$ cat config.mk
export PLATFORM = sky130hd
export DESIGN_NAME = scan_packet_cone_nearest_flat
export DESIGN_NICKNAME = d
export VERILOG_FILES = /design/src/hw/rtl/spcn_pkg.sv /design/src/hw/rtl/spcn_byte_if.sv /design/src/hw/rtl/spcn_result_if.sv /design/src/hw/rtl/spcn_framer.sv /design/src/hw/rtl/spcn_tracker.sv /design/src/hw/rtl/scan_packet_cone_nearest.sv /design/src/flat_wrapper.sv
export SDC_FILE = /design/constraint.sdc
export NUM_CORES = 1
export LEC_CHECK = 0
export ABC_AREA = 1
export BUFFER_PORTS_ARGS = -buffer_cell sky130_fd_sc_hd__buf_2
export CAP_MARGIN = 20
export CORE_AREA = 2 2 167 104
export CTS_BUF_LIST = sky130_fd_sc_hd__clkbuf_8
export DETAILED_ROUTE_END_ITERATION = 8
export DIE_AREA = 0 0 169 106
export PLACE_DENSITY = 0.67
export SLEW_MARGIN = 20
export SYNTH_ARGS = -nofsm -noshare
export SYNTH_HDL_FRONTEND = slang
export SYNTH_SLANG_ARGS = --single-unit
$ cat constraint.sdc
create_clock -name clk -period 3.05 [get_ports clk]
set_clock_uncertainty 0.1 [all_clocks]
set_input_delay 0.1525 -clock clk [delete_from_list [all_inputs] [get_ports clk]]
set_output_delay 0.1525 -clock clk [all_outputs]
set_load 0.01 [all_outputs]
$ cat src/hw/rtl/spcn_pkg.sv
// ----------------------------------------------------------------------------
// spcn_pkg
// Shared widths, constants and types of the scan packet cone-nearest block.
// ----------------------------------------------------------------------------
package spcn_pkg;

	localparam int ANGLE_W = 15;
	localparam int DIST_W  = 16;
	localparam int BYTE_W  = 8;
	localparam int CFG_IDX_W  = 2;
	localparam int CFG_DATA_W = 16;

	// Distance mark for "no sample in cone this revolution"
	localparam logic [DIST_W-1:0] EMPTY_DISTANCE = 16'd39996;

	// Configuration reset values
	localparam logic [ANGLE_W-1:0] CONE_RIGHT_RST = 15'd1920;
	localparam logic [ANGLE_W-1:0] CONE_LEFT_RST  = 15'd21120;
	localparam logic [DIST_W-1:0]  RANGE_RST      = 16'd4000;

	// Configuration register indexes
	localparam logic [CFG_IDX_W-1:0] CFG_CONE_RIGHT = 2'd0;
	localparam logic [CFG_IDX_W-1:0] CFG_CONE_LEFT  = 2'd1;
	localparam logic [CFG_IDX_W-1:0] CFG_RANGE      = 2'd2;

	// Sync codes of the first packet byte
	localparam logic [1:0] SYNC_START = 2'b01;
	localparam logic [1:0] SYNC_CONT  = 2'b10;

	typedef struct packed {
		logic [ANGLE_W-1:0] cone_right_limit;
		logic [ANGLE_W-1:0] cone_left_start;
		logic [DIST_W-1:0]  range_limit;
	} cfg_t;

	// One framed measurement packet
	typedef struct packed {
		logic               start;
		logic               quality_ok;
		logic [ANGLE_W-1:0] angle;
		logic [DIST_W-1:0]  distance;
	} pkt_t;

endpackage

$ cat src/hw/rtl/spcn_byte_if.sv
// ----------------------------------------------------------------------------
// spcn_byte_if
// Valid/ready channel carrying one raw byte from the scanner link.
// ----------------------------------------------------------------------------
interface spcn_byte_if;
	logic       valid;
	logic       ready;
	logic [7:0] rx_byte;

	modport source (output valid, output rx_byte, input ready);
	modport sink   (input valid, input rx_byte, output ready);
endinterface

$ cat src/hw/rtl/spcn_result_if.sv
// ----------------------------------------------------------------------------
// spcn_result_if
// Valid/ready channel carrying the nearest in-cone sample of a revolution.
// ----------------------------------------------------------------------------
interface spcn_result_if;
	logic        valid;
	logic        ready;
	logic [15:0] nearest_distance;
	logic [14:0] nearest_angle;

	modport source (output valid, output nearest_distance, output nearest_angle,
		input ready);
	modport sink   (input valid, input nearest_distance, input nearest_angle,
		output ready);
endinterface

$ cat src/hw/rtl/spcn_framer.sv
// ----------------------------------------------------------------------------
// spcn_framer
// Hunts for sync, collects the five packet bytes and registers each
// completed packet into the stage-1 register.
// ----------------------------------------------------------------------------
module spcn_framer (
	input  logic                        clk,
	input  logic                        arst_n,
	input  logic                        take,
	input  logic [spcn_pkg::BYTE_W-1:0] rx_byte,
	input  logic                        pop,
	output logic                        pkt_valid_s1,
	output spcn_pkg::pkt_t              pkt_s1
);
	import spcn_pkg::*;

	typedef enum logic [2:0] {
		POS_HUNT    = 3'd0,
		POS_CHECK   = 3'd1,
		POS_ANGLE   = 3'd2,
		POS_DIST_LO = 3'd3,
		POS_DIST_HI = 3'd4
	} pos_t;

	pos_t              pos_q;
	pos_t              pos_d;
	logic [BYTE_W-1:0] held_q [4];
	logic              sync_ok;
	logic              last;
	pkt_t              pkt_d;

	assign sync_ok = (rx_byte[1:0] == SYNC_START) || (rx_byte[1:0] == SYNC_CONT);

	// Next frame position; unused codes behave as the last byte
	always_comb begin
		last  = 1'b0;
		pos_d = pos_q;
		case (pos_q)
			POS_HUNT:    pos_d = sync_ok ? POS_CHECK : POS_HUNT;
			POS_CHECK: begin
				if (rx_byte[0])
					pos_d = POS_ANGLE;
				else
					pos_d = sync_ok ? POS_CHECK : POS_HUNT;
			end
			POS_ANGLE:   pos_d = POS_DIST_LO;
			POS_DIST_LO: pos_d = POS_DIST_HI;
			default: begin
				last  = 1'b1;
				pos_d = POS_HUNT;
			end
		endcase
	end

	// Packet fields as the last byte arrives
	always_comb begin
		pkt_d.start      = held_q[0][0];
		pkt_d.quality_ok = |held_q[0][7:2];
		pkt_d.angle      = {held_q[2], held_q[1][7:1]};
		pkt_d.distance   = {rx_byte, held_q[3]};
	end

	// Frame position and stage-1 valid
	always_ff @(posedge clk or negedge arst_n) begin
		if (!arst_n) begin
			pos_q        <= POS_HUNT;
			pkt_valid_s1 <= 1'b0;
		end else begin
			if (take)
				pos_q <= pos_d;
			if (take && last)
				pkt_valid_s1 <= 1'b1;
			else if (pop)
				pkt_valid_s1 <= 1'b0;
		end
	end

	// Held bytes and stage-1 payload
	always_ff @(posedge clk) begin
		if (take) begin
			case (pos_q)
				POS_HUNT:    held_q[0] <= rx_byte;
				POS_CHECK: begin
					if (rx_byte[0])
						held_q[1] <= rx_byte;
					else
						held_q[0] <= rx_byte;
				end
				POS_ANGLE:   held_q[2] <= rx_byte;
				POS_DIST_LO: held_q[3] <= rx_byte;
				default:     pkt_s1    <= pkt_d;
			endcase
		end
	end

`ifndef SYNTHESIS
	// A packet waiting in stage 1 is never lost
	a_pkt_kept: assert property (@(posedge clk) disable iff (!arst_n)
		pkt_valid_s1 && !pop |=> pkt_valid_s1)
		else $error("stage-1 packet dropped");
	// A completed packet always lands in stage 1
	a_pkt_load: assert property (@(posedge clk) disable iff (!arst_n)
		take && last |=> pkt_valid_s1)
		else $error("completed packet not registered");
	// Bytes are only taken when stage 1 can accept a packet
	a_no_overrun: assert property (@(posedge clk) disable iff (!arst_n)
		take && last && pkt_valid_s1 |-> pop)
		else $error("stage-1 overrun");
`endif

endmodule

$ cat src/hw/rtl/spcn_tracker.sv
// ----------------------------------------------------------------------------
// spcn_tracker
// Keeps the nearest valid in-cone sample of the current revolution and
// hands it to the result register at each start-of-revolution packet.
// ----------------------------------------------------------------------------
module spcn_tracker (
	input  logic                  clk,
	input  logic                  arst_n,
	input  spcn_pkg::cfg_t        cfg,
	input  logic                  pkt_valid_s1,
	input  spcn_pkg::pkt_t        pkt_s1,
	output logic                  pop,
	spcn_result_if.source         result
);
	import spcn_pkg::*;

	logic [DIST_W-1:0]  best_dist_q;
	logic [ANGLE_W-1:0] best_angle_q;
	logic               res_valid_q;
	logic [DIST_W-1:0]  res_dist_q;
	logic [ANGLE_W-1:0] res_angle_q;
	logic               slot_free;
	logic               emit;
	logic               in_cone;
	logic               sample_ok;
	logic [DIST_W-1:0]  cmp_dist;
	logic               take_sample;

	// A start packet needs the result slot; other packets always pass
	assign slot_free = !res_valid_q || result.ready;
	assign pop       = pkt_valid_s1 && (!pkt_s1.start || slot_free);
	assign emit      = pop && pkt_s1.start;

	// Sample qualification against cone and range
	assign in_cone   = (pkt_s1.angle <= cfg.cone_right_limit) ||
		(pkt_s1.angle >= cfg.cone_left_start);
	assign sample_ok = pkt_s1.quality_ok && (pkt_s1.distance != '0) &&
		(pkt_s1.distance <= cfg.range_limit) && in_cone;
	// Tracker is cleared before a start packet's own sample is weighed
	assign cmp_dist    = pkt_s1.start ? EMPTY_DISTANCE : best_dist_q;
	assign take_sample = sample_ok && (pkt_s1.distance < cmp_dist);

	// Nearest-sample tracker
	always_ff @(posedge clk or negedge arst_n) begin
		if (!arst_n) begin
			best_dist_q  <= EMPTY_DISTANCE;
			best_angle_q <= '0;
		end else if (pop) begin
			if (take_sample) begin
				best_dist_q  <= pkt_s1.distance;
				best_angle_q <= pkt_s1.angle;
			end else if (pkt_s1.start) begin
				best_dist_q  <= EMPTY_DISTANCE;
				best_angle_q <= '0;
			end
		end
	end

	// Result register valid
	always_ff @(posedge clk or negedge arst_n) begin
		if (!arst_n)
			res_valid_q <= 1'b0;
		else if (emit)
			res_valid_q <= 1'b1;
		else if (result.ready)
			res_valid_q <= 1'b0;
	end

	// Result payload
	always_ff @(posedge clk) begin
		if (emit) begin
			res_dist_q  <= best_dist_q;
			res_angle_q <= best_angle_q;
		end
	end

	assign result.valid            = res_valid_q;
	assign result.nearest_distance = res_dist_q;
	assign result.nearest_angle    = res_angle_q;

`ifndef SYNTHESIS
	// An empty tracker always holds a zero angle
	a_empty_angle: assert property (@(posedge clk) disable iff (!arst_n)
		best_dist_q == EMPTY_DISTANCE |-> best_angle_q == '0)
		else $error("empty tracker with nonzero angle");
	// Tracked distance never exceeds the empty mark
	a_best_bound: assert property (@(posedge clk) disable iff (!arst_n)
		best_dist_q <= EMPTY_DISTANCE)
		else $error("tracked distance beyond empty mark");
	// A start packet presents a result in the next cycle
	a_emit: assert property (@(posedge clk) disable iff (!arst_n)
		emit |=> res_valid_q)
		else $error("start packet produced no result");
`endif

endmodule

$ cat src/hw/rtl/scan_packet_cone_nearest.sv
// ----------------------------------------------------------------------------
// scan_packet_cone_nearest
// Frames 5-byte scanner packets and reports, once per revolution, the
// nearest valid sample inside a configurable forward cone.
// ----------------------------------------------------------------------------
//  channel  dir  request                 handshake
//  rx       in   rx_byte (8b)            rx.valid / rx.ready
//  result   out  nearest_distance (16b)  result.valid / result.ready
//                nearest_angle (15b)
//  cfg      in   cfg_index, cfg_data     cfg_we, no back-pressure
//
// One byte per cycle is taken while rx.ready is high. A completed packet
// waits in the stage-1 register; a start-of-revolution packet moves the previous best
// into the result register as it leaves stage 1, and the result register presents it.
// rx.ready drops only while a start packet waits for a full result register.
// Reset clears framing, the tracker (empty mark) and the registers' defaults.
// ----------------------------------------------------------------------------
module scan_packet_cone_nearest (
	input  logic                            clk,
	input  logic                            arst_n,
	spcn_byte_if.sink                       rx,
	spcn_result_if.source                   result,
	input  logic                            cfg_we,
	input  logic [spcn_pkg::CFG_IDX_W-1:0]  cfg_index,
	input  logic [spcn_pkg::CFG_DATA_W-1:0] cfg_data
);
	import spcn_pkg::*;

	cfg_t cfg_q;
	logic take;
	logic pop;
	logic pkt_valid_s1;
	pkt_t pkt_s1;

	// Configuration registers
	always_ff @(posedge clk or negedge arst_n) begin
		if (!arst_n) begin
			cfg_q.cone_right_limit <= CONE_RIGHT_RST;
			cfg_q.cone_left_start  <= CONE_LEFT_RST;
			cfg_q.range_limit      <= RANGE_RST;
		end else if (cfg_we) begin
			case (cfg_index)
				CFG_CONE_RIGHT: cfg_q.cone_right_limit <= cfg_data[ANGLE_W-1:0];
				CFG_CONE_LEFT:  cfg_q.cone_left_start  <= cfg_data[ANGLE_W-1:0];
				CFG_RANGE:      cfg_q.range_limit      <= cfg_data[DIST_W-1:0];
				default: ;
			endcase
		end
	end

	// Input flow control: stage 1 empty or draining
	assign rx.ready = !pkt_valid_s1 || pop;
	assign take     = rx.valid && rx.ready;

	spcn_framer u_framer (
		.clk          (clk),
		.arst_n       (arst_n),
		.take         (take),
		.rx_byte      (rx.rx_byte),
		.pop          (pop),
		.pkt_valid_s1 (pkt_valid_s1),
		.pkt_s1       (pkt_s1)
	);

	spcn_tracker u_tracker (
		.clk          (clk),
		.arst_n       (arst_n),
		.cfg          (cfg_q),
		.pkt_valid_s1 (pkt_valid_s1),
		.pkt_s1       (pkt_s1),
		.pop          (pop),
		.result       (result)
	);

endmodule
$ cat src/flat_wrapper.sv
// flat-port wrapper written by rule: the top's interface ports become plain ports
module scan_packet_cone_nearest_flat import spcn_pkg::*;
  (clk, arst_n, cfg_we, cfg_index, cfg_data, rx_valid, rx_rx_byte, rx_ready, result_valid, result_nearest_distance, result_nearest_angle, result_ready);
  spcn_byte_if rx_i ();
  spcn_result_if result_i ();
  input  logic clk;
  input  logic arst_n;
  input  logic cfg_we;
  input  logic [spcn_pkg::CFG_IDX_W-1:0] cfg_index;
  input  logic [spcn_pkg::CFG_DATA_W-1:0] cfg_data;
  input wire logic [$bits(rx_i.valid)-1:0] rx_valid;
  input wire logic [$bits(rx_i.rx_byte)-1:0] rx_rx_byte;
  output wire logic [$bits(rx_i.ready)-1:0] rx_ready;
  output wire logic [$bits(result_i.valid)-1:0] result_valid;
  output wire logic [$bits(result_i.nearest_distance)-1:0] result_nearest_distance;
  output wire logic [$bits(result_i.nearest_angle)-1:0] result_nearest_angle;
  input wire logic [$bits(result_i.ready)-1:0] result_ready;
  assign rx_i.valid = rx_valid;
  assign rx_i.rx_byte = rx_rx_byte;
  assign rx_ready = rx_i.ready;
  assign result_valid = result_i.valid;
  assign result_nearest_distance = result_i.nearest_distance;
  assign result_nearest_angle = result_i.nearest_angle;
  assign result_i.ready = result_ready;
  scan_packet_cone_nearest u_core (.clk(clk), .arst_n(arst_n), .rx(rx_i), .result(result_i), .cfg_we(cfg_we), .cfg_index(cfg_index), .cfg_data(cfg_data));
endmodule
Yosys cells after proc, flatten, opt, wreduce, memory -nomap -nowiden
Memory sizes are Yosys's and may differ from the RTL's. A register that Yosys moved wholly into a read port is not among the register bits. Index checks and enable logic that the tools add are counted.

Order comparisons: 4. Equality and inequality tests: 7. Mux-type cells: 39. Bitwise logic cells: 2. Reduce and logical (&&, ||, !) cells: 32.

Operator list (number): 16-bit 2-to-1 mux (2); 8-bit 2-to-1 mux (4); 15-bit 2-to-1 mux (2); 1-bit 2-to-1 mux (26); 8-bit OR reduction (3); 16-bit less-or-equal comparator (1); 16-bit less-than comparator (1); 16-bit nonzero test (1); 15-bit >= comparator (1); 15-bit less-or-equal comparator (1); 3-bit case mux with 4 select lines (1); 2-bit AND reduction (5); 1-bit logical AND (8); 2-bit 2-to-1 mux (4); 3-bit by 2-bit == test with 1-bit output (second input constant) (2); 2-bit nonzero test (3); 6-bit OR reduction (1); 1-bit logical OR (5); 2-bit by 1-bit == test with 1-bit output (second input constant) (2); 2-bit == test (second input constant) (2); 4-bit OR reduction (1); 3-bit by 1-bit == test with 1-bit output (second input constant) (1); 1-bit logical NOT (3); 3-bit logical NOT (1); 3 further kinds (3).

Flip-flop bits (word level): 131. Bits in writable memories: 32. Input port bits: 31. Output and inout port bits: 33. Word-level logic and storage cells: 98. Memories: 1.

Memory list: u_core.u_framer.held_q (words 4, width 8, read ports 4, clocked after memory_dff 3, wr ports 1, line spcn_framer.sv:27) `logic [BYTE_W-1:0] held_q [4];`.

Logic depth before layout (Yosys ltp)
Depth after elaboration: 12. Mapped depth: 17. Mapped depth without buffers: 16.

By module
Synthesis repeated with hierarchy kept, for this count alone.

Cell total of the unflattened synthesis: 822. Area, all modules: 8287.9 µm².

By module, submodules not included: spcn_tracker (instances 1, cells an instance 514, area an instance 4200.3 µm², seq. area each 1741.7 µm²); spcn_framer (instances 1, cells an instance 100, area an instance 2144.6 µm², seq. area each 1991.9 µm²); scan_packet_cone_nearest (instances 1, cells an instance 208, area an instance 1943.1 µm², seq. area each 1168.6 µm²).

Worst setup path after synthesis
OpenSTA, ideal clock, no wires.

Kind: register to register. Start: reg, netlist name u_core.u_framer.pkt_s1[32]. End: reg, netlist name u_core.u_framer.pkt_s1[0]. Setup time: 423 ps. Data arrival time: 2311 ps. Data required time: 2527 ps. Path slack: 215 ps. Stages on the path, launching flop included: 5. Buffers on the path: 1. Clock period less this slack: 2835 ps. Cells stage by stage: edfxtp_1 -> buf_2 -> nand4_1 -> nand2_1 -> nor2_1.

Cells in the longest elaborated chain, start to end: 6.

RTL lines: 1-bit logical NOT (line spcn_tracker.sv:31) `assign pop = pkt_valid_s1 && (!pkt_s1.start || slot_free);`; 1-bit logical OR (line spcn_tracker.sv:31); 1-bit logical AND (line spcn_tracker.sv:31); 1-bit logical OR (line scan_packet_cone_nearest.sv:52) `assign rx.ready = !pkt_valid_s1 || pop;`; named net rx_ready (line flat_wrapper.sv:13) `output wire logic [$bits(rx_i.ready)-1:0] rx_ready;`; 1-bit logical AND (line scan_packet_cone_nearest.sv:53) `assign take = rx.valid && rx.ready;`; 2-bit AND reduction (no line).

The timed path passes the listed nets, and every way through them passes these cells. A chain may end at the register's enable or synchronous reset.

Worst setup path after layout
Start: reg, netlist name u_core.u_framer.pkt_s1[32]. End: reg u_core.u_tracker.best_angle_q[14].

Cells in the longest elaborated chain, start to end: 5. Elaborated cells between the ends (all ways): 9. Classes of those cells: 1 x order compare; 2 x mux; 6 x reduce/logical.

RTL lines: 16-bit 2-to-1 mux; 16-bit less-than comparator (line spcn_tracker.sv:41) `assign take_sample = sample_ok && (pkt_s1.distance < cmp_dist);`; 1-bit logical AND (line spcn_tracker.sv:41); 2-bit nonzero test (no line); 2-bit AND reduction (no line); end signal: assignment (line spcn_tracker.sv:51) `best_angle_q <= pkt_s1.angle;`; end: declaration (line spcn_tracker.sv:18) `logic [ANGLE_W-1:0] best_angle_q;`.

Parallel ways exist; a longest one is shown, timed or not.

==> key figures <==
Status
  • Status: complete, no violations

Timing
  • Setup TNS: 0 ns
  • Rel. slew slack: 0.622
  • Final period util: 0.916
  • Hold Vio Cnt, Final: 0
  • Fmax achieved: between 300 and 400 MHz
  • Final setup viols: 0
  • RSZ-0062 raised after global routing: false
  • Min Clock Period, post-route: ~2.8 ns
  • Final Max Tran Viols: 0
  • Slew @ Worst Pin: between 0.5 and 0.6 ns

Hold path
  • Hold Crit Class: input port to register

Worst setup path
  • Crit. Startpoint: u_core.u_framer.pkt_s1[32]
  • Worst path arrival time: just over 3 ns
  • R2R setup slack: 0.26 ns
  • Worst path required time: 3.30 ns
  • Critical Path End: u_core.u_tracker.best_angle_q[14]
  • CP endpoint kind: register
  • Reg-to-Reg Start: u_core.u_framer.pkt_s1[32]
  • Setup crit start kind: register
  • Reg2Reg Depth: 12
  • Crit-path max FO: 18
  • WS Path Type: register to register
  • Capturing point of the worst reg2reg path: u_core.u_tracker.best_angle_q[14]

Clock network
  • Skew-Pair Late Insertion Delay: ~0.45 ns
  • Clock-pin slew on the worst setup and hold paths: about 0.1 ns
  • Clock Root Buffer: clkbuf_8
  • CTS Buffer Depth: 2
  • CTS tree: yes
  • TritonCTS Buffers: 17
  • # H-tree levels: 4
  • Total clock sinks: approximately 180

Die
  • Die height: 106 um
  • Core area: roughly 17,000 sq um
  • Initial Utilization: 0.485
  • Ports: 64
  • DIE WIDTH: between 150 and 200 um
  • DIE AREA: roughly 18,000 sq um
  • Core Rows: 37

Global route
  • Largest net degree at the start of global routing: 44
  • First-pass GRT wire length: between 20,000 and 30,000 um
  • Total Routing Usage GR: 0.215
  • Vias in the first global route: approximately 5,300
  • Total gr overflow: 0
  • Antenna violations before repair: 0

Yosys
  • Sequential area share after synthesis: 0.610
  • Cell taking the most area after synthesis: edfxtp_1
  • Post-synth top cells: 218 x nand2_1, 99 x inv_1, 94 x edfxtp_1, 62 x ha_1
  • Synth Flop Type: edfxtp_1
  • Syn_nets: 874
  • Share of the synthesized area in the top cell type: 0.351
  • YS warnings: 0
  • Post-Syn Instances: between 700 and 800
  • Synth area leaders: edfxtp_1 35%, dfrtp_1 19%, nand2_1 10%, ha_1 9.7%, dfstp_2 7.2%
  • Most frequent cell after synthesis: nand2_1
  • Post-synthesis register bit count: roughly 180
  • Distinct cells, synth: 34
  • EDFF count, synth: 94
  • Post-Syn Area: around 8000 sq um
  • Synth async-reset ratio: 0.466
  • Syn_area_per_cell: 10.3 sq um

Placed design
  • Routability cong.: a little over 0.9
  • DP HPWL: roughly 13,000 um
  • IO buf count: 63
  • Placed inst area: 8680 sq um

Drt
  • Vias: between 5,000 and 6,000
  • Via density: approximately 5
  • # DRC: 0
  • Drt pass-1 iters: 6
  • Iteration-0 DRC count of the detailed router: ~490
  • ANT nets after route: 0
  • Detailed-route wire length per cell: roughly 16 um
  • Total Wirelength: approximately 18,000 um

Cells and area
  • Seq. cell area: 4900 sq um
  • Multi-input gate area: around 2600 sq um
  • # nets final: between 900 and 1,000
  • Fin area: ~9400 sq um
  • Filler Cell Count: ~1,400
  • Fraction of layout cells with a size suffix above 1: 0.163
  • Post-layout util: 0.566
  • Layout area overhead: 16.6%
  • Diodes inserted: 0

Flow run
  • Max-cap viol count: 0

Power and ir drop
  • Worst IR Drop VDD: 0.531 mV
  • Static Leakage: between 4 and 5 nW
  • Pwr/cell area: 683 nW/um^2
[stage by stage]
| step | hold WS, ns | power [mW] | instances | setup slack [ns] |
|---|---|---|---|---|
| finish | 0.0385 | 6.41 | 1115 | 0.255 |
| detailed placement | 0.0866 | 4.66 | 1057 | 0.348 |
| CTS | 0.00683 | 6.44 | 1115 | 0.320 |
| global route | 0.0293 | 6.79 | 1115 | 0.111 |
| global placement | 0.0830 | 4.63 | 1057 | 0.389 |
| floorplan | -0.243 | 4.19 | 781 | 0.215 |
[sequential cells by signal, summed over array words and instances (netlist names)]
| register | flops |
|---|---|
| u_core.u_framer.pkt_valid_s1 | 1 |
| u_core.cfg_q | 46 |
| u_core.u_tracker.best_dist_q | 16 |
| u_core.u_tracker.result.nearest_distance | 16 |
| u_core.u_tracker.result.nearest_angle | 15 |
| u_core.u_framer.pos_q | 3 |
| u_core.u_tracker.result.valid | 1 |
| u_core.u_framer.pkt_s1 | 33 |
| u_core.u_framer.held_q | 30 |
| u_core.u_tracker.best_angle_q | 15 |
[routing by layer]
layer	up-vias	share of wire	GRT usage	wire length [um]
met4	0	0.0084	0.0568	154
li1	2797	-	-	-
met5	-	0	0	0
met3	13	0.069	0.0458	1260
met1	2668	0.53	0.351	9660
met2	194	0.39	0.286	7180
[cell families after synthesis]
| logic type | count (synthesis) | synth area share |
|---|---|---|
| adders and majority gates | 62 | 0.0965 |
| buffers and inverters | 125 | 0.0612 |
| DFF | 176 | 0.610 |
| and+or+nand+nor | 335 | 0.177 |
| AOI/OAI and AO/OA | 83 | 0.0556 |
[cell type report]
class | count | share of cell area
well taps | 214 | 0.0286
multi-input cells | 480 | 0.282
clock inverters | 13 | 0.0186
flip-flops and latches | 176 | 0.523
repair buffers | 106 | 0.0766
inverters | 107 | 0.0431
clock buffers | 19 | 0.0279
[placed cells by master (no fill, tap or decap), types with 2 or more instances in the layout]
| cell | synthesis | layout |
|---|---|---|
| nand2_1 | 218 | 218 |
| clkbuf_8 | 0 | 19 |
| o21ai_0 | 52 | 52 |
| dfrtp_1 | 60 | 60 |
| a21o_1 | 2 | 2 |
| bufinv_16 | 0 | 3 |
| inv_1 | 99 | 100 |
| clkinv_4 | 0 | 3 |
| inv_2 | 6 | 6 |
| nor3_1 | 5 | 5 |
| nand4_1 | 12 | 12 |
| inv_6 | 0 | 4 |
| nand3_1 | 60 | 60 |
| a21oi_1 | 23 | 23 |
| ha_1 | 62 | 62 |
| nor2_2 | 1 | 2 |
| dlygate4sd3_1 | 0 | 26 |
| dfstp_2 | 22 | 22 |
| nor2_1 | 32 | 31 |
| buf_4 | 2 | 17 |
| edfxtp_1 | 94 | 94 |
| buf_2 | 4 | 62 |
[worst max-delay path, cell delays in order (launching register included)]
cell      delay, ns
edfxtp_1       0.53
inv_2          0.23
nand2_1        0.12
ha_1           0.33
nand2_1        0.08
nor3_1         0.29
nand3_1        0.16
a21oi_2        0.25
nor2_8         0.13
nand3_4        0.20
inv_4          0.12
nand2_1        0.10
nand2_1        0.05
[report_power, final]
group / switching [mW] / internal, mW / leakage, nW
clock: 0.878 / 0.873 / 0.221
sequential: 0.275 / 3.03 / 1.86
combinational: 0.828 / 0.522 / 2.29
total: 1.98 / 4.43 / 4.37
[how the worst min path moves through the flow]
| stage | startpoint | endpoint | slack [ns] | cells past startpoint |
|---|---|---|---|---|
| floorplan | arst_n | u_core.cfg_q[0] | -0.24 | 0 |
| global placement | arst_n | u_core.cfg_q[34] | 0.08 | 1 |
| detailed placement | arst_n | u_core.cfg_q[34] | 0.09 | 1 |
| CTS | rx_valid | u_core.u_framer.pkt_valid_s1 | 0.007 | 3 |
| global route | rx_valid | u_core.u_framer.pkt_valid_s1 | 0.03 | 3 |
| finish | rx_valid | u_core.u_framer.pkt_valid_s1 | 0.04 | 3 |
[repair_timing]
action	4_1_cts	5_1_grt
hold endpoints to repair	127	0
setup buffers	0	0
hold buffers	26	0
resized for setup	0	0
Note: power is estimated with default switching activity, not from simulation.
